==> src/sv/asu_pkg.sv <==
// types, constants and helper functions for the adam / sgd parameter update
// no dependencies; used by every module of the block
package asu_pkg;

	localparam int SQ_STEPS  = 29;
	localparam int DIV_STEPS = 58;

	localparam logic [2:0] REG_USE_ADAM   = 3'd0;
	localparam logic [2:0] REG_RATE       = 3'd1;
	localparam logic [2:0] REG_DECAY1     = 3'd2;
	localparam logic [2:0] REG_DECAY2     = 3'd3;
	localparam logic [2:0] REG_CORR1      = 3'd4;
	localparam logic [2:0] REG_CORR2      = 3'd5;
	localparam logic [2:0] REG_EPSILON    = 3'd6;

	localparam logic        RST_USE_ADAM = 1'b1;
	localparam logic [15:0] RST_RATE     = 16'd66;
	localparam logic [15:0] RST_DECAY1   = 16'd58982;
	localparam logic [15:0] RST_DECAY2   = 16'd65470;
	localparam logic [25:0] RST_CORR1    = 26'd655360;
	localparam logic [25:0] RST_CORR2    = 26'd65536000;
	localparam logic [15:0] RST_EPSILON  = 16'd1;

	typedef struct packed {
		logic        use_adam;
		logic [15:0] rate;
		logic [15:0] decay1;
		logic [15:0] decay2;
		logic [25:0] corr1;
		logic [25:0] corr2;
		logic [15:0] eps;
	} cfg_t;

	// values that ride along with an item down the pipe
	typedef struct packed {
		logic        adam;
		logic [31:0] w;
		logic [31:0] wd;
		logic [31:0] mo;
		logic [31:0] vo;
		logic        neg;
		logic [57:0] num;
	} pay_t;

	typedef struct packed {
		pay_t        p;
		logic [57:0] x;
		logic [30:0] rem;
		logic [28:0] root;
	} sq_t;

	typedef struct packed {
		pay_t        p;
		logic [57:0] n;
		logic [29:0] den;
		logic [29:0] rem;
		logic [57:0] q;
	} dv_t;

	// divide by 2^16, round to nearest, ties away from zero
	function automatic logic signed [63:0] rnd_q16(input logic signed [63:0] p);
		logic [63:0] mag;
		logic [63:0] r;
		mag = p[63] ? (~p + 64'd1) : p;
		r   = (mag + 64'h8000) >> 16;
		return p[63] ? $signed(~r + 64'd1) : $signed(r);
	endfunction

	function automatic logic [31:0] sat_s32(input logic signed [63:0] x);
		if (x > 64'sd2147483647)
			return 32'h7fff_ffff;
		else if (x < -64'sd2147483648)
			return 32'h8000_0000;
		else
			return x[31:0];
	endfunction

endpackage

==> src/sv/asu_div_step.sv <==
// one registered step of the restoring divider, one quotient bit per stage
// depends on asu_pkg
module asu_div_step (
	input  logic         clk,
	input  logic         arst_n,
	input  logic         en,
	input  logic         vld_in,
	input  asu_pkg::dv_t din,
	output logic         vld_out,
	output asu_pkg::dv_t dout
);

	logic         vld_q;
	asu_pkg::dv_t dat_q;
	asu_pkg::dv_t nxt;
	logic [30:0]  sh;

	always_comb begin
		nxt   = din;
		sh    = {din.rem, din.n[57]};
		nxt.n = {din.n[56:0], 1'b0};
		if (sh >= {1'b0, din.den}) begin
			nxt.rem = 30'(sh - {1'b0, din.den});
			nxt.q   = {din.q[56:0], 1'b1};
		end else begin
			nxt.rem = sh[29:0];
			nxt.q   = {din.q[56:0], 1'b0};
		end
	end

	always_ff @(posedge clk or negedge arst_n) begin
		if (!arst_n) begin
			vld_q <= 1'b0;
		end else if (en) begin
			vld_q <= vld_in;
		end
	end

	always_ff @(posedge clk) begin
		if (en) begin
			dat_q <= nxt;
		end
	end

	assign vld_out = vld_q;
	assign dout    = dat_q;

endmodule

==> config.mk <==
export PLATFORM = sky130hd
export DESIGN_NAME = asu_div_step
export DESIGN_NICKNAME = d
export VERILOG_FILES = /design/src/sv/asu_pkg.sv /design/src/sv/asu_div_step.sv
export SDC_FILE = /design/constraint.sdc
export NUM_CORES = 1
export LEC_CHECK = 0
export CAP_MARGIN = 15
export CELL_PAD_IN_SITES_DETAIL_PLACEMENT = 1
export CELL_PAD_IN_SITES_GLOBAL_PLACEMENT = 1
export CORE_AREA = 2 2 284 286
export DETAILED_ROUTE_END_ITERATION = 16
export DIE_AREA = 0 0 286 288
export DONT_BUFFER_PORTS = 1
export PLACE_DENSITY = 0.31
export SLEW_MARGIN = 15
export SYNTH_ARGS = -nofsm -noshare
export SYNTH_HDL_FRONTEND = slang
export SYNTH_SLANG_ARGS = --single-unit
==> constraint.sdc <==
create_clock -name clk -period 1 [get_ports clk]
set_input_delay 0.15 -clock clk [delete_from_list [all_inputs] [get_ports clk]]
set_output_delay 0.15 -clock clk [all_outputs]
set_load 0.01 [all_outputs]
==> flow_summary_export.csv <==
group,metric,value,unit
status,status,"complete, but fails checks",
status,violations,"negative hold slack, max-slew violations, negative setup slack",
layout,nets,1676,
pwr,vdd_ir_drop_max,0.9037,mV
floorplanning,die_y,288,um
synthesis,synth_commonest_cells,"sky130_fd_sc_hd__edfxtp_1 (363), sky130_fd_sc_hd__nand2_1 (45), sky130_fd_sc_hd__inv_1 (39)",
min_path,timing.hold.worst.class,"input port to flip-flop",
job,maxcap_violations,0,
layout,final_core_util,27.47,%
grt,grt_first_pass_wirelength,81240,um
place,dp_worst_setup_slack,-1.807,ns
clock_network,clock_tree.buffer_depth,3,
layout,final.fill_count,8471,
floorplanning,placement_rows,104,
detailed_routing,detailroute.via_count,8815,
floorplanning,floorplan.die_area,0.08237,mm2
clock_network,post_cts_hold_buffer_count,362,
detailed_routing,routed_wirelength,61800,um
detailed_routing,post_detailed_route_wirelength_per_cell,25.99,um
synthesis,synth_seq_area_share,82.39,%
synthesis,synth_cells,721,
pwr,cellPowerDensity,1875,mW/mm2
pwr,p_int,0.03064,W
pwr,total_power,0.04102,W
pwr,net_switching_power,0.01039,W
sta,min_period,1.996,ns
grt,grt_antenna_before_repair,15,
grt,grt.total_usage,14.23,%
grt,overflow,0,
detailed_routing,route.detailed.drc,0,
sta,timing.final.crit_share,199.6,%
worst_setup_path,start_kind,"input port",
synthesis,yosys.area.top_type,"sky130_fd_sc_hd__edfxtp_1",
worst_setup_path,worst-r2r-setup-slack,0.20,ns
grt,grt_pass1_vias,9604,
sta,unrepaired_setup_endpoints_after_global_routing,"yes",
floorplanning,initial_utilization,16.65,%
grt,grt_start_max_net_pins,365,
synthesis,post_synth.cell_area_avg,18.39,um2
sta,clock.fmax,0.5011,GHz
synthesis,yosys_register_bits,364,
sta,final-setup-viol-count,571,
clock_network,cts.sink_count,364,
pwr,total_leakage_power,7.940,nW
pwr,power.combinational.fraction,12.1,%
synthesis,yosysMostFrequentCell,"sky130_fd_sc_hd__edfxtp_1",
sta,timing.clock.skew,0,ns
synthesis,synth_flop_cell,"sky130_fd_sc_hd__edfxtp_1",
synthesis,mappedNetlistArea,0.01326,mm2
sta,hold-worst-slack,-0.3181,ns
place,dpl.cell_count,1899,
worst_setup_path,cp_max_fo,4,
layout,finalInstanceArea,0.02188,mm2
worst_setup_path,cp.required,1.31,ns
clock_network,cts_tree,"built",
detailed_routing,route.layer.met1.wl,21100,um
synthesis,ys.warnings.count,0,
synthesis,async_set_reset_flop_share_out_of_synthesis,0.2747,%
pwr,power.switching_fraction,25.32,%
floorplanning,core-area,0.07964,mm2
worst_setup_path,timing_worst_setup_path_type,"input port to flip-flop",
synthesis,synth_area_leaders,"sky130_fd_sc_hd__edfxtp_1 (82%), sky130_fd_sc_hd__ha_1 (2.8%), sky130_fd_sc_hd__o21ai_0 (1.4%)",
synthesis,synth_edf_count,363,
synthesis,netlist-cell-type-count,66,
layout,instances_no_fill,2378,
detailed_routing,ant_nets,0,
clock_network,insertion_delay,0.56,ns
place,gp_routability_congestion,0.7739,
synthesis,synth_fp_nets,1120,
place,numPortBuffers,0,
floorplanning,io-pin-count,733,
pwr,pwr-share-clk,39.3,%
sta,worstMarginPinSlew,2.004,ns
sta,slew_headroom,-33.57,%
place,hpwlAfterDp,45530,um
sta,timing_max_transition_violations_final,176,
detailed_routing,routed-wl-met2,33370,um
clock_network,cts-buffers-inserted,44,
sta,report.final.hold_viol_count,40,
sta,layout_setup_ws,-0.9957,ns
clock_network,cts_max_level,2,
place,post_dp_cell_area,0.01561,mm2
layout,area.growth.synth_to_final,64.98,%
detailed_routing,via_per_inst,3.707,
worst_setup_path,worstPathArrival,2.30,ns
detailed_routing,drt-initial-drc-count,337,
detailed_routing,route.top_layer_used,"met5",
layout,post_route_cells_drive_above_1_share,27.21,%
detailed_routing,drt_pre_antenna_iters,6,
pwr,power.sequential.fraction,48.7,%
clock_network,clk_root_buffer_cell,"sky130_fd_sc_hd__clkbuf_16",
floorplanning,die-width,286,um
detailed_routing,routed-wl-met3,4747,um
synthesis,yosys.area.top_type_share,82.20,%
worst_setup_path,critical_path.endpoint_type,"flip-flop",
clock_network,cts.clk_slew.worst_paths,0.06,ns
==> timing repair <==
item | in CTS | in global routing
pin swaps | 40 | 37
setup endpoints to repair | 395 | 395
buffers inserted | 25 | 7
endpoints found under the hold margin | 727 | 220
resized for setup | 144 | 54
cloned | 6 | 0
==> through the flow <==
step           hold WS [ns]  TNS (ns)
2_1_floorplan       -0.1456    -35.29
3_3_place_gp        -0.1434    -48.59
3_5_place_dp        -0.1432    -48.56
4_1_cts             -0.3806   -106.50
5_1_grt             -0.3695   -106.66
6_report            -0.3181   -132.72
==> cell type report <==
cell class                 count  area (um2)  share of cell area, %
tap                         1060        1326                  6.062
inverter                      39       206.4                 0.9437
clock inverter                27       281.5                  1.287
sequential                   364       10930                  49.94
antenna                        6       15.01                0.06863
clock buffer                  54        1139                  5.204
timing repair buffer         533        5202                  23.78
multi-input combinational    295        2781                  12.71
==> per-layer routing <==
| layer | vias to the layer above | track usage (%) |
|---|---|---|
| met4 | 14 | 5.576 |
| met3 | 84 | 4.921 |
| met2 | 397 | 26.78 |
| li1 | 3894 | - |
| met5 | - | 0 |
| met1 | 4426 | 14.27 |
==> power groups by stage <==
stage / sequential, W / clock, W / combinational (W)
floorplan: 0.0197 / 0 / 0.00138
global placement: 0.0204 / 0 / 0.00274
detailed placement: 0.0203 / 0 / 0.00273
CTS: 0.0200 / 0.0168 / 0.00483
global route: 0.0201 / 0.0172 / 0.00533
finish: 0.0200 / 0.0161 / 0.00494
==> cell families after synthesis <==
family	share of synthesized area, %
adders and majority gates	2.982
and+or+nand+nor	4.039
muxes	0.2453
AOI/OAI and AO/OA	6.388
DFF	82.39
xor gates and xnor gates	1.519
other	0.02828
buffers and inverters	2.406
==> critical path: stages <==
cell and delay [ns]:
sky130_fd_sc_hd__inv_12 0.01, sky130_fd_sc_hd__ha_4 0.15, sky130_fd_sc_hd__fa_2 0.36, sky130_fd_sc_hd__nor2b_4 0.13
sky130_fd_sc_hd__o31a_1 0.21, sky130_fd_sc_hd__o21ai_2 0.09, sky130_fd_sc_hd__a2111oi_2 0.30, sky130_fd_sc_hd__buf_4 0.19
sky130_fd_sc_hd__o2111ai_4 0.14, sky130_fd_sc_hd__a21oi_4 0.23, sky130_fd_sc_hd__nand4_1 0.10, sky130_fd_sc_hd__a32o_1 0.23
==> registers in the layout (all words and copies together) (netlist names) <==
name	count
dout	363
vld_out	1
==> layout by cell type (no fill, tap or decap), types with 19 or more instances in the layout <==
master	netlist	routed
sky130_fd_sc_hd__a21oi_1	27	19
sky130_fd_sc_hd__buf_4	5	128
sky130_fd_sc_hd__buf_6	3	32
sky130_fd_sc_hd__clkbuf_16	0	44
sky130_fd_sc_hd__dlygate4sd3_1	0	362
sky130_fd_sc_hd__edfxtp_1	363	363
sky130_fd_sc_hd__inv_1	39	30
sky130_fd_sc_hd__nand2_1	45	29
sky130_fd_sc_hd__o21ai_2	1	19
==> path summary, 6_finish.rpt <==
check                                         start                   to  cells past startpoint
worst max-delay path                       din[175]   dout[82]$_DFFE_PP_                     12
worst min-delay path                        din[88]   dout[88]$_DFFE_PP_                      0
min in group asynchronous                    arst_n  vld_out$_DFFE_PN0P_                      2
worst min register to register  vld_out$_DFFE_PN0P_  vld_out$_DFFE_PN0P_                      1
worst max register to register  vld_out$_DFFE_PN0P_  vld_out$_DFFE_PN0P_                      1
max in group asynchronous                    arst_n  vld_out$_DFFE_PN0P_                      2
Note: power is estimated with default switching activity, not from simulation.
