<file path="src/sv/asu_pkg.sv">
// types, constants and helper functions for the adam / sgd parameter update
// no dependencies; used by every module of the block
package asu_pkg;

	localparam int SQ_STEPS  = 29;
	localparam int DIV_STEPS = 58;

	localparam logic [2:0] REG_USE_ADAM   = 3'd0;
	localparam logic [2:0] REG_RATE       = 3'd1;
	localparam logic [2:0] REG_DECAY1     = 3'd2;
	localparam logic [2:0] REG_DECAY2     = 3'd3;
	localparam logic [2:0] REG_CORR1      = 3'd4;
	localparam logic [2:0] REG_CORR2      = 3'd5;
	localparam logic [2:0] REG_EPSILON    = 3'd6;

	localparam logic        RST_USE_ADAM = 1'b1;
	localparam logic [15:0] RST_RATE     = 16'd66;
	localparam logic [15:0] RST_DECAY1   = 16'd58982;
	localparam logic [15:0] RST_DECAY2   = 16'd65470;
	localparam logic [25:0] RST_CORR1    = 26'd655360;
	localparam logic [25:0] RST_CORR2    = 26'd65536000;
	localparam logic [15:0] RST_EPSILON  = 16'd1;

	typedef struct packed {
		logic        use_adam;
		logic [15:0] rate;
		logic [15:0] decay1;
		logic [15:0] decay2;
		logic [25:0] corr1;
		logic [25:0] corr2;
		logic [15:0] eps;
	} cfg_t;

	// values that ride along with an item down the pipe
	typedef struct packed {
		logic        adam;
		logic [31:0] w;
		logic [31:0] wd;
		logic [31:0] mo;
		logic [31:0] vo;
		logic        neg;
		logic [57:0] num;
	} pay_t;

	typedef struct packed {
		pay_t        p;
		logic [57:0] x;
		logic [30:0] rem;
		logic [28:0] root;
	} sq_t;

	typedef struct packed {
		pay_t        p;
		logic [57:0] n;
		logic [29:0] den;
		logic [29:0] rem;
		logic [57:0] q;
	} dv_t;

	// divide by 2^16, round to nearest, ties away from zero
	function automatic logic signed [63:0] rnd_q16(input logic signed [63:0] p);
		logic [63:0] mag;
		logic [63:0] r;
		mag = p[63] ? (~p + 64'd1) : p;
		r   = (mag + 64'h8000) >> 16;
		return p[63] ? $signed(~r + 64'd1) : $signed(r);
	endfunction

	function automatic logic [31:0] sat_s32(input logic signed [63:0] x);
		if (x > 64'sd2147483647)
			return 32'h7fff_ffff;
		else if (x < -64'sd2147483648)
			return 32'h8000_0000;
		else
			return x[31:0];
	endfunction

endpackage

</file>
<file path="src/sv/asu_sqrt_step.sv">
// one registered step of the bit-pair square root, one root bit per stage
// depends on asu_pkg
module asu_sqrt_step (
	input  logic         clk,
	input  logic         arst_n,
	input  logic         en,
	input  logic         vld_in,
	input  asu_pkg::sq_t din,
	output logic         vld_out,
	output asu_pkg::sq_t dout
);

	logic         vld_q;
	asu_pkg::sq_t dat_q;
	asu_pkg::sq_t nxt;
	logic [32:0]  sh;
	logic [32:0]  trial;

	always_comb begin
		nxt   = din;
		sh    = {din.rem, din.x[57:56]};
		trial = {2'b00, din.root, 2'b01};
		nxt.x = {din.x[55:0], 2'b00};
		if (sh >= trial) begin
			nxt.rem  = 31'(sh - trial);
			nxt.root = {din.root[27:0], 1'b1};
		end else begin
			nxt.rem  = sh[30:0];
			nxt.root = {din.root[27:0], 1'b0};
		end
	end

	always_ff @(posedge clk or negedge arst_n) begin
		if (!arst_n) begin
			vld_q <= 1'b0;
		end else if (en) begin
			vld_q <= vld_in;
		end
	end

	always_ff @(posedge clk) begin
		if (en) begin
			dat_q <= nxt;
		end
	end

	assign vld_out = vld_q;
	assign dout    = dat_q;

endmodule

</file>
<file path="config.mk">
export PLATFORM = sky130hd
export DESIGN_NAME = asu_sqrt_step
export DESIGN_NICKNAME = d
export VERILOG_FILES = /design/src/sv/asu_pkg.sv /design/src/sv/asu_sqrt_step.sv
export SDC_FILE = /design/constraint.sdc
export NUM_CORES = 1
export LEC_CHECK = 0
export BUFFER_PORTS_ARGS = -buffer_cell sky130_fd_sc_hd__buf_4
export CAP_MARGIN = 0
export CORE_AREA = 2 2 237 239
export CTS_CLUSTER_SIZE = 25
export DETAILED_ROUTE_END_ITERATION = 16
export DIE_AREA = 0 0 239 241
export PLACE_DENSITY_LB_ADDON = 0.2
export SLEW_MARGIN = 20
export SYNTH_ARGS = -nofsm -noshare
export SYNTH_HDL_FRONTEND = slang
export SYNTH_SLANG_ARGS = --single-unit
</file>
<file path="constraint.sdc">
create_clock -name clk -period 1.02 [get_ports clk]
set_clock_uncertainty 0.1 [all_clocks]
set_input_delay 0.051 -clock clk [delete_from_list [all_inputs] [get_ports clk]]
set_output_delay 0.051 -clock clk [all_outputs]
set_load 0.05 [all_outputs]
</file>
==> impl_summary.md <==
Status
The flow ran to the end, but the final reports show violations. The checks that failed: setup timing.

Floorplanning
The width of the die is 239 um. The die covers 57,600 um^2. The starting density of the core is roughly a fifth. The floorplan step defined a core boundary enclosing 54,900 um^2.

The die height is approximately 240 um. The count of pins on the block boundary is 617. In this run the core area contains 86 standard-cell rows.

Drt
After detailed routing, the total wire length is 55,300 um. The count of nets left with antenna violations once routing finished came out at 0. For this run, the detailed router's first-pass iteration total came to 4. The detailed-route vias per instance is 4.06. The detailed router finished its first iteration with 396 violations.

After detailed routing, the average wire length per cell comes to roughly 22 um. In the routed design, unresolved DRC markers number 0. The vias after detailed routing is 10,200.

Logic synthesis
The async set-or-reset flop fraction in the synthesized netlist is 0.328%. Sorting the synthesized cells by how often they occur yields sky130_fd_sc_hd__edfxtp_1, sky130_fd_sc_hd__inv_1, sky130_fd_sc_hd__ha_1. The count of synthesis-stage warnings from yosys is 0. In this run, synthesis inferred 304 flip-flops with an integrated enable. Among all cell types in the netlist, the one instantiated most often is sky130_fd_sc_hd__edfxtp_1. The multiplexer area fraction after synthesis is 2.68%. Each instance of the synthesized netlist takes up on average between 15 and 20 um^2. The area share of xor/xnor cells in the synthesized design is 1.82%. Summing the areas of all compound-gate instances in the mapped netlist gives between 6 and 7% of the synthesized area. Sorting the synthesized cells by area gives the leading types as sky130_fd_sc_hd__edfxtp_1, sky130_fd_sc_hd__ha_1, sky130_fd_sc_hd__mux2_4. In the synthesized netlist the dominant register cell turns out to be sky130_fd_sc_hd__edfxtp_1. The synthesized-area fraction occupied by and/or/nand/nor cells is 4.37%. The cell type with the highest aggregate area in the netlist is sky130_fd_sc_hd__edfxtp_1.

The register bit count reported by yosys is 305. The number of instances in the synthesized netlist is 641. The dominant combinational cell family by area after synthesis is compound AO/OA/AOI/OAI gates. After synthesis, the largest area contributor takes up 78.9% of total cell area. Summing every instance area after synthesis gives ~12,000 um^2.

Summing the sequential cell areas from Yosys gives between 70% and 80% of the chip area. The post-synthesis adder-cell area fraction is 3.35%. The distinct cell type count of the synthesized netlist is 57.

Finish
The non-filler instance count after layout is 2,507. After the last flow step, the layout net total stands at approximately 2,100. Of the cells placed in the final design, the portion with a size suffix greater than 1 is 55.0%. The layout-stage area growth over the synthesis result is 116%.

Timing
The worst slew slack as a fraction of its limit is 62.1%. At the pin with the least slew margin, the transition time is 0.564 ns. Once routing completed, OpenROAD measured the worst setup slack at -0.890 ns.

The count of final setup violators is 337. The highest clock frequency the design can meet is 524 MHz. The shortest period the worst path allows is 1.91 ns. The final critical-path share of the clock period is 187%. Setup repair after global routing could not meet its margin everywhere. The count of endpoints failing hold in the final timing report came to 0. On the final layout, the worst hold slack is between 0.04 and 0.05 ns. The number of max-slew violations in the final report is 0.

Power
Internal power comes to 28.5 mW. Net switching is 31.2% of the power. Per report_power, the clock group accounts for between 30% and 40% of the total.

Across the VDD grid, the largest voltage drop is 0.00100 V. In this run the static leakage power is 10.5 nW. The reported net switching power is 12.9 mW.

The power per standard cell area is around 1700 nW/um^2. Sequential cells burn 37.8% of the power. Per report_power, the combinational group accounts for 29.0% of the total.

Critical path
The delay of the slowest cell on the worst path is between 0.4 and 0.5 ns. Walking the worst path, the cells encountered are buf_8, inv_4, ha_4, and4_4, nand3_2, or3_4, a31oi_4, o31ai_4, and2_4, buf_12, inv_16, mux2_4. By startpoint and endpoint, the worst setup path is classified as in2reg. The arrival time of the worst setup path is 2.10 ns.

The cell family with the largest share of critical-path delay is simple AND/OR/NAND/NOR gates. STA classifies the critical path startpoint as a primary input. The cell with the biggest individual delay on the critical path is sky130_fd_sc_hd__or3_4. The critical path capture point type is a flip-flop. Data on the critical path is required at its endpoint by 1.21 ns. The worst-path maximum fanout is 6. The critical path contains buffers and inverters numbering 4 combined.

Global route
The via count of the first global-routing pass came to 11,000. The global-route wire length before repair is 75,000 um. The initial antenna violation count came to 10. Global routing consumed, over all layers together, 18.1% of the routing resources. The largest net degree at the start of global routing is 26.

The leftover overflow at the end of global routing is 0.

Placement
Buffers placed on the I/O ports in this run total about 600. In this run, placement finished with an instance count of 2,100. After legalization and detailed placement, the total HPWL measured 41,000 um. Routability-driven placement finished with a final weighted congestion of 0.796.

Clock network
The clock sink total is 305. The clock insertion delay at the later pin of the skew report is 0.55 ns. TritonCTS created 39 clock buffers. The CTS clock-pin slew for the worst setup and hold paths is 0.05 ns.

The TritonCTS clock tree is built. The H-tree was split into 2 levels. The clock passes through at most 3 buffers. The cell at the root of the clock tree is sky130_fd_sc_hd__clkbuf_16.

Hold path
The min-delay analysis places its worst path in the category in2reg.

Run
The number of maximum-capacitance violations is 0.
[timing repair]
| item | in CTS | in global routing |
|---|---|---|
| buffers inserted | 18 | 3 |
| gates resized for setup | 459 | 25 |
| pin swaps | 34 | 7 |
| setup endpoints to repair | 337 | 387 |
| hold buffers | 308 | 0 |
| gates cloned | 4 | 4 |
| endpoints found under the hold margin | 506 | 0 |
[worst paths after layout]
| check | start | endpoint | slack (ns) | cells past startpoint |
|---|---|---|---|---|
| worst max-delay path | din[11] | dout[46]$_DFFE_PP_ | -0.89 | 12 |
| worst min register to register | vld_out$_DFFE_PN0P_ | vld_out$_DFFE_PN0P_ | 0.44 | 1 |
| max in group asynchronous | arst_n | vld_out$_DFFE_PN0P_ | 0.46 | 3 |
| worst min-delay path | din[30] | dout[33]$_DFFE_PP_ | 0.05 | 5 |
| worst max register to register | vld_out$_DFFE_PN0P_ | vld_out$_DFFE_PN0P_ | 0.14 | 1 |
| min in group asynchronous | arst_n | vld_out$_DFFE_PN0P_ | 0.25 | 3 |
[state kept, by name (all words and copies together), names as in the netlist]
name and flops:
vld_out 1, dout 304
[per-layer routing]
metal	track usage, %	wire [um]	vias to the layer above
met5	0	44	-
met4	9.81	2850	6
met3	5.08	3750	97
met2	32.9	28800	379
met1	19.0	19900	4945
li1	-	-	4745
[logic make-up after synthesis]
kind of cell	after synthesis
other	1
AOI/OAI and AO/OA	102
DFF	305
muxes	22
adders and majority gates	31
and+or+nand+nor	101
xor gates and xnor gates	24
buffers and inverters	55
[through the flow]
stage          setup WS (ns)  utilization (%)  instance area, um^2  TNS [ns]  power, mW
2_1_floorplan          -1.60                -                11700    -46.63       20.9
3_3_place_gp           -1.69             33.5                18400    -50.93       25.3
3_5_place_dp           -1.70             33.5                18400    -51.34       25.3
4_1_cts               -0.853             45.1                24800   -110.58       41.8
5_1_grt               -0.932             45.5                25000   -115.06       42.9
6_report              -0.890             45.6                25000    -97.79       41.4
[final cells by class]
class                           instances  area [um^2]
Sequential cell                       305         9160
Antenna cell                            6         15.0
Clock inverter                         24          246
Multi-Input combinational cell        282         2870
Fill cell                            4910        29900
Timing Repair Buffer                 1103        10600
Inverter                               35          175
Tap cell                              704          881
Timing Repair inverter                  3         52.6
Clock buffer                           45          998
[cells in the final DEF (no fill, tap or decap), types with 12 or more instances in the layout]
cell	n
sky130_fd_sc_hd__dlygate4sd3_1	307
sky130_fd_sc_hd__buf_4	448
sky130_fd_sc_hd__ha_4	21
sky130_fd_sc_hd__nor2_1	18
sky130_fd_sc_hd__buf_6	323
sky130_fd_sc_hd__nand3_1	13
sky130_fd_sc_hd__clkbuf_16	43
sky130_fd_sc_hd__nand4_1	12
sky130_fd_sc_hd__mux2_4	20
sky130_fd_sc_hd__xnor2_1	14
sky130_fd_sc_hd__a21oi_1	12
sky130_fd_sc_hd__edfxtp_1	304
sky130_fd_sc_hd__inv_1	17
sky130_fd_sc_hd__nand2_1	23
[power groups by stage]
stage	combinational (mW)	clock (mW)	sequential, mW
4_1_cts	12.0	14.2	15.6
5_1_grt	12.5	14.7	15.7
2_1_floorplan	1.41	0	19.5
6_report	12.0	13.7	15.6
3_5_place_dp	9.65	0	15.7
3_3_place_gp	9.62	0	15.7
Power figures use the tool's default switching activity.
